`src/hw/rtl/a2r_pkg.sv`:
```
// shared types, constants and symbol tables for the arabic to roman encoder
// no dependencies; used by every module of the block
`timescale 1ns / 1ps
`default_nettype none

package a2r_pkg;

  localparam int ValueW     = 12;
  localparam int SymW       = 8;
  localparam int NumWeights = 13;
  localparam int IdxW       = $clog2(NumWeights);
  localparam int QDepth     = 2;
  localparam int QPtrW      = (QDepth > 1) ? $clog2(QDepth) : 1;
  localparam int QCntW      = $clog2(QDepth + 1);

  localparam logic [ValueW-1:0] MaxValue = ValueW'(3999);

  localparam logic [SymW-1:0] CharNone = 8'h00;
  localparam logic [SymW-1:0] CharM    = 8'h4d;
  localparam logic [SymW-1:0] CharD    = 8'h44;
  localparam logic [SymW-1:0] CharC    = 8'h43;
  localparam logic [SymW-1:0] CharL    = 8'h4c;
  localparam logic [SymW-1:0] CharX    = 8'h58;
  localparam logic [SymW-1:0] CharV    = 8'h56;
  localparam logic [SymW-1:0] CharI    = 8'h49;

  typedef enum logic [1:0] {
    StatusOk    = 2'd0,
    StatusEmpty = 2'd1,
    StatusRange = 2'd2
  } status_e;

  // classified item handed from the front to the back
  typedef struct packed {
    status_e           kind;
    logic [ValueW-1:0] value;
  } item_t;

  function automatic logic [ValueW-1:0] weight(input logic [IdxW-1:0] idx);
    logic [ValueW-1:0] w;
    case (idx)
      4'd0:    w = ValueW'(1000);
      4'd1:    w = ValueW'(900);
      4'd2:    w = ValueW'(500);
      4'd3:    w = ValueW'(400);
      4'd4:    w = ValueW'(100);
      4'd5:    w = ValueW'(90);
      4'd6:    w = ValueW'(50);
      4'd7:    w = ValueW'(40);
      4'd8:    w = ValueW'(10);
      4'd9:    w = ValueW'(9);
      4'd10:   w = ValueW'(5);
      4'd11:   w = ValueW'(4);
      default: w = ValueW'(1);
    endcase
    return w;
  endfunction

  function automatic logic [SymW-1:0] lead_sym(input logic [IdxW-1:0] idx);
    logic [SymW-1:0] s;
    case (idx)
      4'd0:    s = CharM;
      4'd1:    s = CharC;
      4'd2:    s = CharD;
      4'd3:    s = CharC;
      4'd4:    s = CharC;
      4'd5:    s = CharX;
      4'd6:    s = CharL;
      4'd7:    s = CharX;
      4'd8:    s = CharX;
      4'd9:    s = CharI;
      4'd10:   s = CharV;
      default: s = CharI;
    endcase
    return s;
  endfunction

  // second letter of a subtractive pair, none for single letters
  function automatic logic [SymW-1:0] tail_sym(input logic [IdxW-1:0] idx);
    logic [SymW-1:0] s;
    case (idx)
      4'd1:    s = CharM;
      4'd3:    s = CharD;
      4'd5:    s = CharC;
      4'd7:    s = CharL;
      4'd9:    s = CharX;
      4'd11:   s = CharV;
      default: s = CharNone;
    endcase
    return s;
  endfunction

endpackage

`default_nettype wire

```
`src/hw/rtl/arabic_to_roman_encoder.sv`:
```
// top level of the arabic to roman encoder: front, item queue and back end
// depends on a2r_pkg, a2r_front, a2r_queue, a2r_back
`timescale 1ns / 1ps
`default_nettype none

// Takes one 12-bit number per input beat and streams its Roman numeral as ASCII
// letters, most significant first, one letter per output beat, tlast on the
// final letter. Zero gives a single beat with status empty, values above 3999 a
// single beat with status out of range, both with symbol zero. An ok number
// occupies the back end while it is loaded and while each of its letters is
// sent, up to the fifteen letters of 3888; a special case goes out straight
// from the queue with no load. A two-entry queue after the input classifier
// lets new beats in while a numeral is still streaming. The output stage is a
// register; a stalled sink holds the back end, and the input on a full queue.

module arabic_to_roman_encoder (
  input  wire logic        clk_i,
  input  wire logic        rst_ni,
  // input stream
  input  wire logic        s_axis_tvalid_i,
  output logic             s_axis_tready_o,
  input  wire logic [15:0] s_axis_tdata_i,   // [11:0] value, [15:12] zero
  // output stream
  output logic             m_axis_tvalid_o,
  input  wire logic        m_axis_tready_i,
  output logic [7:0]       m_axis_tdata_o,   // [7:0] symbol
  output logic             m_axis_tlast_o,   // last letter of the numeral
  output logic [1:0]       m_axis_tuser_o    // [1:0] status
);

  // front to queue
  logic           q_push;
  logic           q_full;
  a2r_pkg::item_t q_in_item;
  // queue to back
  logic           q_pop;
  logic           q_valid;
  a2r_pkg::item_t q_out_item;
  // back output status, as enum
  a2r_pkg::status_e out_status;

  // classify each beat on the way in
  a2r_front u_front (
    .in_valid_i (s_axis_tvalid_i),
    .in_ready_o (s_axis_tready_o),
    .in_value_i (s_axis_tdata_i[a2r_pkg::ValueW-1:0]),
    .q_full_i   (q_full),
    .q_push_o   (q_push),
    .q_item_o   (q_in_item)
  );

  // decouples the classifier from the letter sequencer
  a2r_queue u_queue (
    .clk_i   (clk_i),
    .rst_ni  (rst_ni),
    .push_i  (q_push),
    .item_i  (q_in_item),
    .full_o  (q_full),
    .pop_i   (q_pop),
    .item_o  (q_out_item),
    .valid_o (q_valid)
  );

  // greedy letter generation, one letter a cycle while a numeral is being spelled, unless the output stalls
  a2r_back u_back (
    .clk_i        (clk_i),
    .rst_ni       (rst_ni),
    .q_valid_i    (q_valid),
    .q_item_i     (q_out_item),
    .q_pop_o      (q_pop),
    .out_valid_o  (m_axis_tvalid_o),
    .out_ready_i  (m_axis_tready_i),
    .out_sym_o    (m_axis_tdata_o),
    .out_last_o   (m_axis_tlast_o),
    .out_status_o (out_status)
  );

  assign m_axis_tuser_o = out_status;

endmodule

`default_nettype wire

```
`src/hw/rtl/a2r_front.sv`:
```
// front end: takes input beats and classifies them as empty, out of range or ok
// depends on a2r_pkg
`timescale 1ns / 1ps
`default_nettype none

module a2r_front (
  input  wire logic                       in_valid_i,
  output logic                            in_ready_o,
  input  wire logic [a2r_pkg::ValueW-1:0] in_value_i,
  input  wire logic                       q_full_i,
  output logic                            q_push_o,
  output a2r_pkg::item_t                  q_item_o
);

  assign in_ready_o = !q_full_i;
  assign q_push_o   = in_valid_i && !q_full_i;

  always_comb begin
    q_item_o.value = in_value_i;
    if (in_value_i == '0) begin
      q_item_o.kind = a2r_pkg::StatusEmpty;
    end else if (in_value_i > a2r_pkg::MaxValue) begin
      q_item_o.kind = a2r_pkg::StatusRange;
    end else begin
      q_item_o.kind = a2r_pkg::StatusOk;
    end
  end

endmodule

`default_nettype wire

```
`src/hw/rtl/a2r_queue.sv`:
```
// short flip-flop queue of classified items between front and back
// depends on a2r_pkg
`timescale 1ns / 1ps
`default_nettype none

module a2r_queue (
  input  wire logic           clk_i,
  input  wire logic           rst_ni,
  input  wire logic           push_i,
  input  wire a2r_pkg::item_t item_i,
  output logic                full_o,
  input  wire logic           pop_i,
  output a2r_pkg::item_t      item_o,
  output logic                valid_o
);

  a2r_pkg::item_t                   mem_q [a2r_pkg::QDepth];
  logic [a2r_pkg::QPtrW-1:0]        wr_ptr_q, wr_ptr_d;
  logic [a2r_pkg::QPtrW-1:0]        rd_ptr_q, rd_ptr_d;
  logic [a2r_pkg::QCntW-1:0]        cnt_q, cnt_d;
  logic                             do_push, do_pop;

  assign full_o  = (cnt_q == a2r_pkg::QCntW'(a2r_pkg::QDepth));
  assign valid_o = (cnt_q != '0);
  assign item_o  = mem_q[rd_ptr_q];
  assign do_push = push_i && !full_o;
  assign do_pop  = pop_i && valid_o;

  always_comb begin
    wr_ptr_d = wr_ptr_q;
    rd_ptr_d = rd_ptr_q;
    cnt_d    = cnt_q;
    if (do_push) begin
      wr_ptr_d = (wr_ptr_q == a2r_pkg::QPtrW'(a2r_pkg::QDepth - 1)) ? '0 : wr_ptr_q + 1'b1;
    end
    if (do_pop) begin
      rd_ptr_d = (rd_ptr_q == a2r_pkg::QPtrW'(a2r_pkg::QDepth - 1)) ? '0 : rd_ptr_q + 1'b1;
    end
    if (do_push && !do_pop) begin
      cnt_d = cnt_q + 1'b1;
    end else if (do_pop && !do_push) begin
      cnt_d = cnt_q - 1'b1;
    end
  end

  always_ff @(posedge clk_i or negedge rst_ni) begin
    if (!rst_ni) begin
      wr_ptr_q <= '0;
      rd_ptr_q <= '0;
      cnt_q    <= '0;
    end else begin
      wr_ptr_q <= wr_ptr_d;
      rd_ptr_q <= rd_ptr_d;
      cnt_q    <= cnt_d;
    end
  end

  // payload storage, no reset
  always_ff @(posedge clk_i) begin
    if (do_push) begin
      mem_q[wr_ptr_q] <= item_i;
    end
  end

endmodule

`default_nettype wire

```
`src/hw/rtl/a2r_back.sv`:
```
// back end: greedy letter sequencer with a registered output stage
// depends on a2r_pkg
`timescale 1ns / 1ps
`default_nettype none

module a2r_back (
  input  wire logic                     clk_i,
  input  wire logic                     rst_ni,
  input  wire logic                     q_valid_i,
  input  wire a2r_pkg::item_t           q_item_i,
  output logic                          q_pop_o,
  output logic                          out_valid_o,
  input  wire logic                     out_ready_i,
  output logic [a2r_pkg::SymW-1:0]      out_sym_o,
  output logic                          out_last_o,
  output a2r_pkg::status_e              out_status_o
);

  logic                            busy_q, busy_d;
  logic                            tail_q, tail_d;
  logic [a2r_pkg::IdxW-1:0]        idx_q, idx_d;
  logic [a2r_pkg::ValueW-1:0]      n_q, n_d;
  logic                            out_valid_q, out_valid_d;
  logic [a2r_pkg::SymW-1:0]        out_sym_q, out_sym_d;
  logic                            out_last_q, out_last_d;
  a2r_pkg::status_e                out_status_q, out_status_d;

  logic                            advance;
  logic [a2r_pkg::IdxW-1:0]        sel;
  logic [a2r_pkg::ValueW-1:0]      n_rem;

  // largest weight that still fits the remainder
  always_comb begin
    sel = a2r_pkg::IdxW'(a2r_pkg::NumWeights - 1);
    for (int i = a2r_pkg::NumWeights - 1; i >= 0; i--) begin
      if (n_q >= a2r_pkg::weight(a2r_pkg::IdxW'(i))) begin
        sel = a2r_pkg::IdxW'(i);
      end
    end
  end

  assign n_rem   = n_q - a2r_pkg::weight(sel);
  assign advance = !out_valid_q || out_ready_i;
  assign q_pop_o = advance && !busy_q && q_valid_i;

  always_comb begin
    busy_d       = busy_q;
    tail_d       = tail_q;
    idx_d        = idx_q;
    n_d          = n_q;
    out_valid_d  = out_valid_q;
    out_sym_d    = out_sym_q;
    out_last_d   = out_last_q;
    out_status_d = out_status_q;
    if (advance) begin
      out_valid_d = 1'b0;
      if (busy_q) begin
        out_valid_d  = 1'b1;
        out_status_d = a2r_pkg::StatusOk;
        if (tail_q) begin
          out_sym_d  = a2r_pkg::tail_sym(idx_q);
          out_last_d = (n_q == '0);
          tail_d     = 1'b0;
          busy_d     = (n_q != '0);
        end else begin
          out_sym_d = a2r_pkg::lead_sym(sel);
          n_d       = n_rem;
          if (a2r_pkg::tail_sym(sel) != a2r_pkg::CharNone) begin
            tail_d     = 1'b1;
            idx_d      = sel;
            out_last_d = 1'b0;
          end else begin
            out_last_d = (n_rem == '0);
            busy_d     = (n_rem != '0);
          end
        end
      end else if (q_valid_i) begin
        if (q_item_i.kind != a2r_pkg::StatusOk) begin
          out_valid_d  = 1'b1;
          out_sym_d    = a2r_pkg::CharNone;
          out_last_d   = 1'b1;
          out_status_d = q_item_i.kind;
        end else begin
          busy_d = 1'b1;
          tail_d = 1'b0;
          n_d    = q_item_i.value;
        end
      end
    end
  end

  always_ff @(posedge clk_i or negedge rst_ni) begin
    if (!rst_ni) begin
      busy_q      <= 1'b0;
      tail_q      <= 1'b0;
      out_valid_q <= 1'b0;
    end else begin
      busy_q      <= busy_d;
      tail_q      <= tail_d;
      out_valid_q <= out_valid_d;
    end
  end

  always_ff @(posedge clk_i) begin
    idx_q        <= idx_d;
    n_q          <= n_d;
    out_sym_q    <= out_sym_d;
    out_last_q   <= out_last_d;
    out_status_q <= out_status_d;
  end

  assign out_valid_o  = out_valid_q;
  assign out_sym_o    = out_sym_q;
  assign out_last_o   = out_last_q;
  assign out_status_o = out_status_q;

endmodule

`default_nettype wire

```
`config.mk`:
```
export PLATFORM = sky130hd
export DESIGN_NAME = arabic_to_roman_encoder
export DESIGN_NICKNAME = d
export VERILOG_FILES = /design/src/hw/rtl/a2r_pkg.sv /design/src/hw/rtl/arabic_to_roman_encoder.sv /design/src/hw/rtl/a2r_front.sv /design/src/hw/rtl/a2r_queue.sv /design/src/hw/rtl/a2r_back.sv
export SDC_FILE = /design/constraint.sdc
export NUM_CORES = 1
export LEC_CHECK = 0
export BUFFER_PORTS_ARGS = -buffer_cell sky130_fd_sc_hd__buf_2
export CORE_MARGIN = 2
export CORE_UTILIZATION = 64
export DETAILED_ROUTE_END_ITERATION = 7
export PLACE_DENSITY_LB_ADDON = 0.1
export SLEW_MARGIN = 40
export SYNTH_ARGS = -nofsm -noshare
export SYNTH_HDL_FRONTEND = slang
export SYNTH_SLANG_ARGS = --single-unit
```
`constraint.sdc`:
```
create_clock -name clk_i -period 10.9 [get_ports clk_i]
set_input_delay 1.09 -clock clk_i [delete_from_list [all_inputs] [get_ports clk_i]]
set_output_delay 1.09 -clock clk_i [all_outputs]
set_load 0.02 [all_outputs]
```
* Word-level counts from Yosys, hierarchy flattened *
Memory sizes are Yosys's and may differ from the RTL's.
Index checks and enable logic that the tools add are counted.

cells by class
  add/sub/neg operators = 5
  mux-type cells = 53
  $lt $le $gt $ge = 13
  eq/ne operators = 15
  bitwise operators = 1
  reduce and logical (&&, ||, !) cells = 28

operators by type and width
  operator                                                             count
  case mux 7 bit (6 select lines)                                      2
  2-to-1 mux 8 bit                                                     7
  2-to-1 mux 12 bit                                                    4
  2-to-1 mux 4 bit                                                     11
  logical NOT 12 bit                                                   3
  greater-or-equal comparator 12 x 10 -> 1 bit, second input constant  2
  greater-or-equal comparator 12 x 3 -> 1 bit, second input constant   2
  greater-or-equal comparator 12 x 4 -> 1 bit, second input constant   2
  greater-or-equal comparator 12 x 6 -> 1 bit, second input constant   2
  greater-or-equal comparator 12 x 7 -> 1 bit, second input constant   2
  greater-or-equal comparator 12 x 9 -> 1 bit, second input constant   2
  nonzero test 12 bit                                                  2
  2-to-1 mux 1 bit                                                     22
  equality test 4 x 3 -> 1 bit, second input constant                  4
  equality test 4 bit, second input constant                           4
  > comparator 12 bit, second input constant                           1
  2-to-1 mux 2 bit                                                     6
  subtractor 12 bit                                                    1
  nonzero test 2 bit                                                   5
  equality test 4 x 1 -> 1 bit, second input constant                  2
  equality test 4 x 2 -> 1 bit, second input constant                  2
  AND reduction 4 bit                                                  2
  nonzero test 8 bit                                                   1
  logical AND 1 bit                                                    7
  other kinds (11)                                                     17

storage, ports and cells
  word-level logic and storage cells = 129
  RAM bits = 28
  bits in read-only memories = 240
  input port bits = 20
  memories = 3
  output and inout bits = 13
  register bits after elaboration = 34

memories
  memory            depth  bits a word  rd ports  clocked after memory_dff  write ports  RTL line         text
  (name not given)  16     10           1         0                         0            a2r_pkg.sv:41    case (idx)
  (name not given)  16     5            1         0                         0            a2r_pkg.sv:61    case (idx)
  u_queue.mem_q     2      14           1         0                         1            a2r_queue.sv:17  a2r_pkg::item_t mem_q [a2r_pkg::QDepth];

* Longest topological paths before layout *
Gate-level depths: netlist of run 1.

  depth in word-level cells = 22
  mapped depth = 20
  mapped depth without buffers = 18

* Hierarchy *
From an unflattened synthesis of run 1, not the netlist that was laid out.

unflattened totals
  cells, all modules = 363
  area total of the unflattened synthesis = 3913.8 um^2

by module, submodules not included
  module     instances  cells an instance  area each (um^2)  seq. area each (um^2)
  a2r_back   1          279                2509.9            825.8
  a2r_queue  1          63                 1263.7            940.9
  a2r_front  1          21                 140.1             0.0

* Worst setup path before layout of run 1 *
Ideal clock, no wire load.

  path type = register to register
  start point = register u_back.n_q[11] (netlist bit)
  end point = register u_back.out_last_q, in the netlist u_back.out_last_o, data pin
  clock period less this slack = 4.388 ns
  cell stages (with the launch flop) = 19
  arrival = 4.256 ns
  path buffers = 1
  setup time = 0.132 ns
  path slack = 6.512 ns
  path through = edfxtp_1 buf_6 nor3_4 nand2_2 or3_4 o22a_4 a211oi_4 inv_1 ha_1 and3_1 a21oi_1 ha_1 a21o_1 or3_1 o21a_1 nand4bb_1 and3_1 nor4_1 a31o_1

on the way
  cells in the longest elaborated chain, start to end = 22
  elaborated cells on any way between the ends = 42
  those cells by class = add/sub (1); order compare (12); eq/ne (6); mux (19); reduce/logical (3); memory (1)

RTL lines
  item                                                       RTL line         text
  from (decl)                                                a2r_back.sv:22   logic [a2r_pkg::ValueW-1:0] n_q, n_d;
  from (signal assigned)                                     a2r_back.sv:106  n_q <= n_d;
  greater-or-equal comparator 12 x 3 -> 1 bit                a2r_back.sv:36   if (n_q >= a2r_pkg::weight(a2r_pkg::IdxW'(i))) begin
  2-to-1 mux 3 bit                                           a2r_back.sv:36
  2-to-1 mux 4 bit (10 in series)                            a2r_back.sv:36
  2-to-1 mux 4 bit (*)                                       a2r_back.sv:36
  named net u_back.sel, one bit                              a2r_back.sv:29   logic [a2r_pkg::IdxW-1:0] sel;
  branches (longest 6 deep; another with subtractor 12 bit)  -
  2-to-1 mux 1 bit (*)                                       a2r_back.sv:68   if (a2r_pkg::tail_sym(sel) != a2r_pkg::CharNone) begin
  2-to-1 mux 1 bit (*)                                       a2r_back.sv:60   if (tail_q) begin
  2-to-1 mux 1 bit (*)                                       a2r_back.sv:57   if (busy_q) begin
  to (signal assigned)                                       a2r_back.sv:108  out_last_q <= out_last_d;
  to (decl)                                                  a2r_back.sv:25   logic out_last_q, out_last_d;

Mark *: on every way through the listed nets, which the timed path passes. The select of a mux whose other input is x is not followed.
A chain may end at the register's enable or synchronous reset.

* Worst setup path after layout of run 1 *
  start point = register u_back.n_q[10] (netlist bit)
  end point = register u_back.busy_q

on the way
  cells in the longest elaborated chain, start to end = 22
  elaborated cells on any way between the ends = 42
  those cells by class = add/sub (1); order compare (12); eq/ne (6); mux (19); reduce/logical (3); memory (1)

RTL lines
  item                                                       RTL line        text
  greater-or-equal comparator 12 x 3 -> 1 bit                a2r_back.sv:36
  2-to-1 mux 3 bit                                           a2r_back.sv:36
  2-to-1 mux 4 bit (10 in series)                            a2r_back.sv:36
  2-to-1 mux 4 bit (*)                                       a2r_back.sv:36
  named net u_back.sel, one bit                              a2r_back.sv:29
  branches (longest 6 deep; another with subtractor 12 bit)  -
  2-to-1 mux 1 bit (*)                                       a2r_back.sv:68
  2-to-1 mux 1 bit (*)                                       a2r_back.sv:60
  2-to-1 mux 1 bit (*)                                       a2r_back.sv:57
  to (signal assigned)                                       a2r_back.sv:98  busy_q <= busy_d;
  to (decl)                                                  a2r_back.sv:19  logic busy_q, busy_d;

Marks and branches as above.

==> results of run 1 <==
[worst min-delay path by stage]
| stage | start | end | slack (ns) |
|---|---|---|---|
| 2_1_floorplan | u_queue.wr_ptr_q | u_queue.wr_ptr_q | 0.46 |
| 3_3_place_gp | u_queue.wr_ptr_q | u_queue.wr_ptr_q | 0.48 |
| 3_5_place_dp | u_queue.wr_ptr_q | u_queue.wr_ptr_q | 0.51 |
| 4_1_cts | u_queue.wr_ptr_q | u_queue.wr_ptr_q | 0.52 |
| 5_1_grt | u_queue.wr_ptr_q | u_queue.wr_ptr_q | 0.57 |
| 6_report | u_queue.wr_ptr_q | u_queue.wr_ptr_q | 0.51 |
[flip-flops by register name, summed over array words and instances (netlist names)]
name / count
u_queue.wr_ptr_q: 1
u_back.busy_q: 1
u_back.n_q: 12
u_back.out_last_o: 1
u_back.idx_q: 4
u_back.out_sym_o: 6
u_queue.cnt_q: 2
u_queue.mem_q: 28
u_back.out_valid_o: 1
u_back.out_status_o: 2
u_queue.rd_ptr_q: 1
u_back.tail_q: 1
[layer usage]
metal / global-route usage, % / vias to the layer above / wire (um)
met1: 31.9 / 1238 / 3060
met3: 6.32 / 13 / 284
met2: 36.6 / 70 / 3160
li1: - / 1313 / -
met4: 10.2 / 0 / 165
met5: 0 / - / 0
[worst max-delay path, cell delays in order, from the launching register on]
cell,delay [ns]
edfxtp_1,0.54
nor3_4,0.33
nand2_2,0.11
or3_4,0.39
o22a_4,0.21
a211oi_4,0.42
inv_1,0.14
ha_1,0.35
and3_1,0.17
a21oi_1,0.13
ha_1,0.31
a21o_1,0.20
or3_1,0.35
o31ai_2,0.42
nor3_1,0.09
a311oi_1,0.58
and3_1,0.26
a22oi_1,0.06
[power by group through the flow]
stage / sequential, mW / combinational (mW) / clock (mW)
3_5_place_dp: 0.434 / 0.603 / 0
3_3_place_gp: 0.431 / 0.589 / 0
2_1_floorplan: 0.406 / 0.503 / 0
4_1_cts: 0.429 / 0.612 / 0.187
6_report: 0.431 / 0.616 / 0.185
5_1_grt: 0.441 / 0.692 / 0.196
[Yosys cell counts, drive strengths merged (3+ instances only)]
cell	n	area (um2)
mux2i	9	90.1
nor4	5	31.3
ha	16	200
xor2	5	43.8
clkbuf	4	16.3
a21oi	25	136
edfxtp	53	1590
nor2	28	105
xnor2	8	70.1
nor2b	10	62.6
buf	6	45.0
or3	6	43.8
nand2	35	134
dfrtp	7	175
nand4	3	18.8
a31oi	3	18.8
a211oi	7	65.1
inv	15	56.3
nand3	8	40.0
nand2b	6	37.5
nor3	11	66.3
o31ai	5	42.5
o21ai	21	105
and3	6	37.5
o21a	4	30.0
[cell type report]
type | instances | area (um2)
sequential | 60 | 1770
tap | 72 | 90.1
multi-input combinational | 252 | 1660
fill | 384 | 1520
clock inverter | 6 | 56.3
clock buffer | 9 | 124
inverter | 15 | 56.3
timing repair buffer | 26 | 130
[cell usage in the layout, fill, tap and decap left out, types with 8 or more instances in the layout]
cell	synthesis	routed
edfxtp_1	53	53
nand2_1	34	34
nor2_1	28	27
buf_2	0	26
a21oi_1	24	22
o21ai_0	21	21
ha_1	16	16
inv_1	14	14
nor3_1	10	10
nor2b_1	10	10
mux2i_1	9	9
clkbuf_8	0	9
nand3_1	8	8
xnor2_1	8	8
[logic make-up (layout without fill, tap and decap cells)]
kind of cell | after synthesis | count (layout)
muxes | 9 | 9
other | 1 | 2
buffers and inverters | 25 | 56
xor gates and xnor gates | 13 | 13
DFF | 60 | 60
and+or+nand+nor | 123 | 123
adders and majority gates | 17 | 17
AOI/OAI and AO/OA | 88 | 88
[metrics by stage]
step                      hold WS [ns]  utilization (%)  worst slack [ns]  cell area (um2)
after floorplan                  0.461                -              6.51             3530
after global placement           0.481             68.3              5.80             3690
after detailed placement         0.508             68.4              5.75             3700
after CTS                        0.520             71.7              5.70             3880
after global routing             0.565             71.8              5.31             3880
final                            0.513             71.8              5.68             3880
==> metrics.yaml, run 1 <==
power_and_ir_drop:
  sw_frac_of_total_pct: 42.8
  p_comb_share_pct: 50.0
  p_sw_mw: 0.527
  p_int_mw: 0.705
  power_frac_seq_pct: 35.0
  p_total_mw: 1.23
  pwr-share-clk_pct: 15.0
  p_leak_nw: 1.51
  ir_drop_uv: 175
  powerDensity_mw_per_mm2: 317
sta:
  hold_viol_final: 0
  worstMarginPinSlew_ns: 0.695
  max_freq_mhz: 192
  fin_tns_setup_ns: 0
  min_period_ns: 5.22
  slew_headroom_pct: 53.6
  period_share_pct: 47.9
  final_max_slew_viol_count: 0
  skew_ns: 0.00732
  setup_viol: 0
  rsz0062_at_grt: "false"
drt:
  viasPerCell: 5.99
  wl_per_cell_um: 15.2
  drtAntennaViolNets: 0
  via_count: 2634
  drc: 0
  drtIter0Drc: 250
  dr.pass1.iters: 4
  wirelength_mm: 6.68
yosys:
  ys_async_sr_fraction_pct: 11.7
  synth_area_mm2: 0.00353
  ys.flop_type: "edfxtp_1"
  ys_ff_latch: 60
  ys_seq_area_share_pct: 50.1
  synthXorXnorAreaFrac_pct: 3.23
  synth.area.mux_share_pct: 2.55
  synth-warning-count: 0
  synth_simple_gate_area_share_pct: 17.5
  synth_top_family_by_area: "simple AND/OR/NAND/NOR gates"
  synth_compound_area_share_pct: 17.0
  synth-edff-count: 53
  synthAdderAreaFrac_pct: 6.24
  syn_inst: 336
  syn_avg_cell_area_um2: 10.5
  ys_types: 60
clock_network:
  post_cts_resize_count: 0
  clock_sinks: 60
  cts_tree: "done"
  clk_root_buffer_cell: "clkbuf_8"
  clockBufferDepth: 2
  postCtsSetupRepairBufs: 0
  clock_latency_ns: 0.33
  h-tree-depth: 3
  numCtsBuffers: 9
  ctsHoldBuffers: 0
  clk_pin_slew_worst_paths_ns: 0.07
worst_setup_path:
  regToRegEndpoint: "u_back.busy_q"
  cp-end-kind: "register"
  path_class: "reg2reg"
  r2r_slack_ns: 5.68
  endpoint: "u_back.busy_q"
  cp.arrival_ns: 5.40
  worst_ep_required_time_ns: 11.08
  cp_max_fo: 9
  crit_path_start_kind: "register"
  reg2reg_from: "u_back.n_q[10]"
  startpoint: "u_back.n_q[10]"
  r2r_cells: 17
min_path:
  min_path_type: "reg2reg"
  min_path_cells: 1
floorplan:
  pin_count: 33
  die_w_um: 78.2
  rows: 27
  design.core.area_mm2: 0.00541
  chipHeight_um: 78.2
  start_util_pct: 65.3
  dieArea_mm2: 0.00612
placement:
  hpwl_mm: 4.89
  dp.cells: 425
  place.gp.congestion: 0.909
  portBuffers: 26
global_routing:
  grt_max_degree: 34
  grt_usage_pct: 23.7
  grt_pass1_vias: 2402
  grt_overflow: 0
  grt_pass1_wl_mm: 11.1
  antenna_found_initial: 0
layout:
  area_growth_syn_to_layout_pct: 10.1
  antenna_cells: 0
  drive_gt1_share_pct: 15.5
  nets: 401
  final_cells: 440
flow_run:
  drv_cap: 0
status:
  status: "complete, no violations"
Power figures use the tool's default switching activity.
==> run 2, diff against run 1 <==
--- a/config.mk
+++ b/config.mk
@@ -7,7 +7,7 @@
 export LEC_CHECK = 0
 export BUFFER_PORTS_ARGS = -buffer_cell sky130_fd_sc_hd__buf_2
 export CORE_MARGIN = 2
-export CORE_UTILIZATION = 64
+export CORE_UTILIZATION = 59
 export DETAILED_ROUTE_END_ITERATION = 7
 export PLACE_DENSITY_LB_ADDON = 0.1
 export SLEW_MARGIN = 40
==> constraint.sdc (replaced) <==
create_clock -name clk_i -period 5.5 [get_ports clk_i]
set_input_delay 0.55 -clock clk_i [delete_from_list [all_inputs] [get_ports clk_i]]
set_output_delay 0.55 -clock clk_i [all_outputs]
set_load 0.02 [all_outputs]
==> metrics.yaml, run 2 (synthesis results as in run 1) <==
min_path:
  min_path_type: "in2async"
global_routing:
  grt_usage_pct: 22.5  # -1.2 points
  grt_pass1_vias: 2453  # +2.1%
  antenna_found_initial: 0  # unchanged
  grt_pass1_wl_mm: 11.1  # -0.12%
  grt_overflow: 0  # unchanged
  grt_max_degree: 34  # unchanged
clock_network:
  post_cts_resize_count: 0  # unchanged
  h-tree-depth: 3  # unchanged
  clockBufferDepth: 2  # unchanged
  numCtsBuffers: 9  # unchanged
  cts_tree: "done"
  clk_pin_slew_worst_paths_ns: 0.07  # about the same
  postCtsSetupRepairBufs: 0  # unchanged
  clock_sinks: 60  # unchanged
  ctsHoldBuffers: 0  # unchanged
  clk_root_buffer_cell: "clkbuf_8"
  clock_latency_ns: 0.33  # about the same
floorplan:
  dieArea_mm2: 0.00661  # +8.0%
  die_w_um: 81.3  # +3.9%
  rows: 28  # +3.7%
  pin_count: 33  # unchanged
  start_util_pct: 60.3  # -5.0 points
  design.core.area_mm2: 0.00585  # +8.2%
  chipHeight_um: 81.3  # +3.9%
worst_setup_path:
  slowest_delay_ns: 0.53  # -0.05 ns
  startpoint: "u_back.n_q[11]"
  cp_max_fo: 8  # -1
  path_class: "reg2reg"
  reg2reg_from: "u_back.n_q[11]"
  regToRegEndpoint: "u_back.out_last_o"
  endpoint: "u_back.out_last_o"
  cp-end-kind: "register"
  cp_slowest_cell: "edfxtp_1"
  r2r_slack_ns: 0.35  # -5.33 ns
  crit_path_start_kind: "register"
  worst_ep_required_time_ns: 5.69  # -5.39 ns
  cp_cell_sequence: "nor3_4 -> nand2_2 -> or3_4 -> o22a_4 -> a211oi_4 -> inv_1 -> ha_1 -> and3_1 -> a21oi_1 -> ha_1 -> a21o_1 -> or3_1 -> o21a_1 -> nand4bb_1 -> and3_1 -> nor4_1 -> a31o_1"
  r2r_cells: 17  # unchanged
  cp.arrival_ns: 5.35  # -0.05 ns
drt:
  wl_per_cell_um: 15.4  # +1.2%
  viasPerCell: 5.91  # -1.2%
  drtAntennaViolNets: 0  # unchanged
  dr.pass1.iters: 4  # unchanged
  via_count: 2649  # +0.57%
  drc: 0  # unchanged
  drtIter0Drc: 142  # -43%
  wirelength_mm: 6.88  # +3.1%
sta:
  min_period_ns: 5.15  # -0.0659 ns
  hold_viol_final: 0  # unchanged
  rsz0062_at_grt: "false"
  final_max_slew_viol_count: 0  # unchanged
  max_freq_mhz: 194  # +1.3%
  fin_ws_ns: 0.346  # -5.33 ns
  period_share_pct: 93.7  # +46 points
  fin_tns_setup_ns: 0  # unchanged
  skew_ns: 0.00950  # +0.00218 ns
  worstMarginPinSlew_ns: 0.682  # -0.0129 ns
  setup_viol: 0  # unchanged
  whs_ns: 0.0403  # -0.473 ns
  slew_headroom_pct: 54.5  # +0.86 points
layout:
  nets: 405  # +1.0%
  drive_gt1_share_pct: 16.1  # +0.60 points
  largest_reg_flops: 28  # unchanged
  final_cells: 448  # +1.8%
  final_cell_mix: "edfxtp_1, nand2_1, nor2_1, buf_2, a21oi_1"
  antenna_cells: 0  # unchanged
  design_area_mm2: 0.00397  # +2.2%
  area_growth_syn_to_layout_pct: 12.5
  regMostFlops: "u_queue.mem_q"
  final_common_cell: "edfxtp_1"
power_and_ir_drop:
  ir_drop_uv: 333  # +91%
  powerDensity_mw_per_mm2: 647  # +100%
  p_leak_nw: 1.56  # +2.8%
placement:
  hpwl_mm: 5.06  # +3.4%
  place_area_mm2: 0.00373  # +0.91%
  dp.cells: 432  # +1.6%
  portBuffers: 26  # unchanged
  place.gp.congestion: 0.926  # +1.9%
  place_ws_ns: 0.384  # -5.36 ns
status:
  status: "complete, no violations"
flow_run:
  drv_cap: 0  # unchanged
## run 2: report_power, final
group          internal [mW]  switching, mW  leakage (nW)
Clock                  0.297          0.164         0.115
Combinational          0.519          0.744         0.864
Sequential             0.700          0.142         0.578
## run 2: stage by stage
stage                     utilization, %  total power, mW
after CTS                           67.7             2.56
after floorplan                        -             1.80
after global placement              63.6             2.07
after global routing                67.8             2.75
final                               67.8             2.57
after detailed placement            63.8             2.09
## run 2: cell type report
type / instances / area, um2
Inverter: 15 / 56.3
Clock inverter: 6 / 103
Sequential cell: 60 / 1770
Clock buffer: 10 / 128
Tap cell: 75 / 93.8
Multi-Input combinational cell: 252 / 1660
Timing Repair Buffer: 30 / 160
Fill cell: 457 / 1880
## run 2: layer usage
metal  up-vias  GRT usage [%]  part of all wire, %
met1      1236           28.9                   45
met2        75           36.1                   48
li1       1317              -                    -
met5         -              0                    0
met3        21           4.67                  3.6
met4         0           11.7                  3.2
## run 2: worst max-delay path, delay by kind of cell, from the launching register on
| kind | cells | cell delay [ns] |
|---|---|---|
| AND/OR/NAND/NOR | 8 | 2.29 |
| AO/OA/AOI/OAI | 6 | 1.44 |
| adder cells (fa/ha/maj) | 2 | 0.65 |
| flip-flops | 1 | 0.53 |
| buffers and inverters | 1 | 0.12 |
## run 2: worst min path at each step
stage	start	end	slack (ns)	depth (start not counted)
after detailed placement	rst_ni	u_queue.wr_ptr_q	0.40	1
after global placement	rst_ni	u_queue.wr_ptr_q	0.39	1
after floorplan	rst_ni	u_back.busy_q	0.25	0
final	rst_ni	u_queue.wr_ptr_q	0.04	1
after CTS	rst_ni	u_queue.wr_ptr_q	0.04	1
after global routing	rst_ni	u_queue.wr_ptr_q	0.04	1
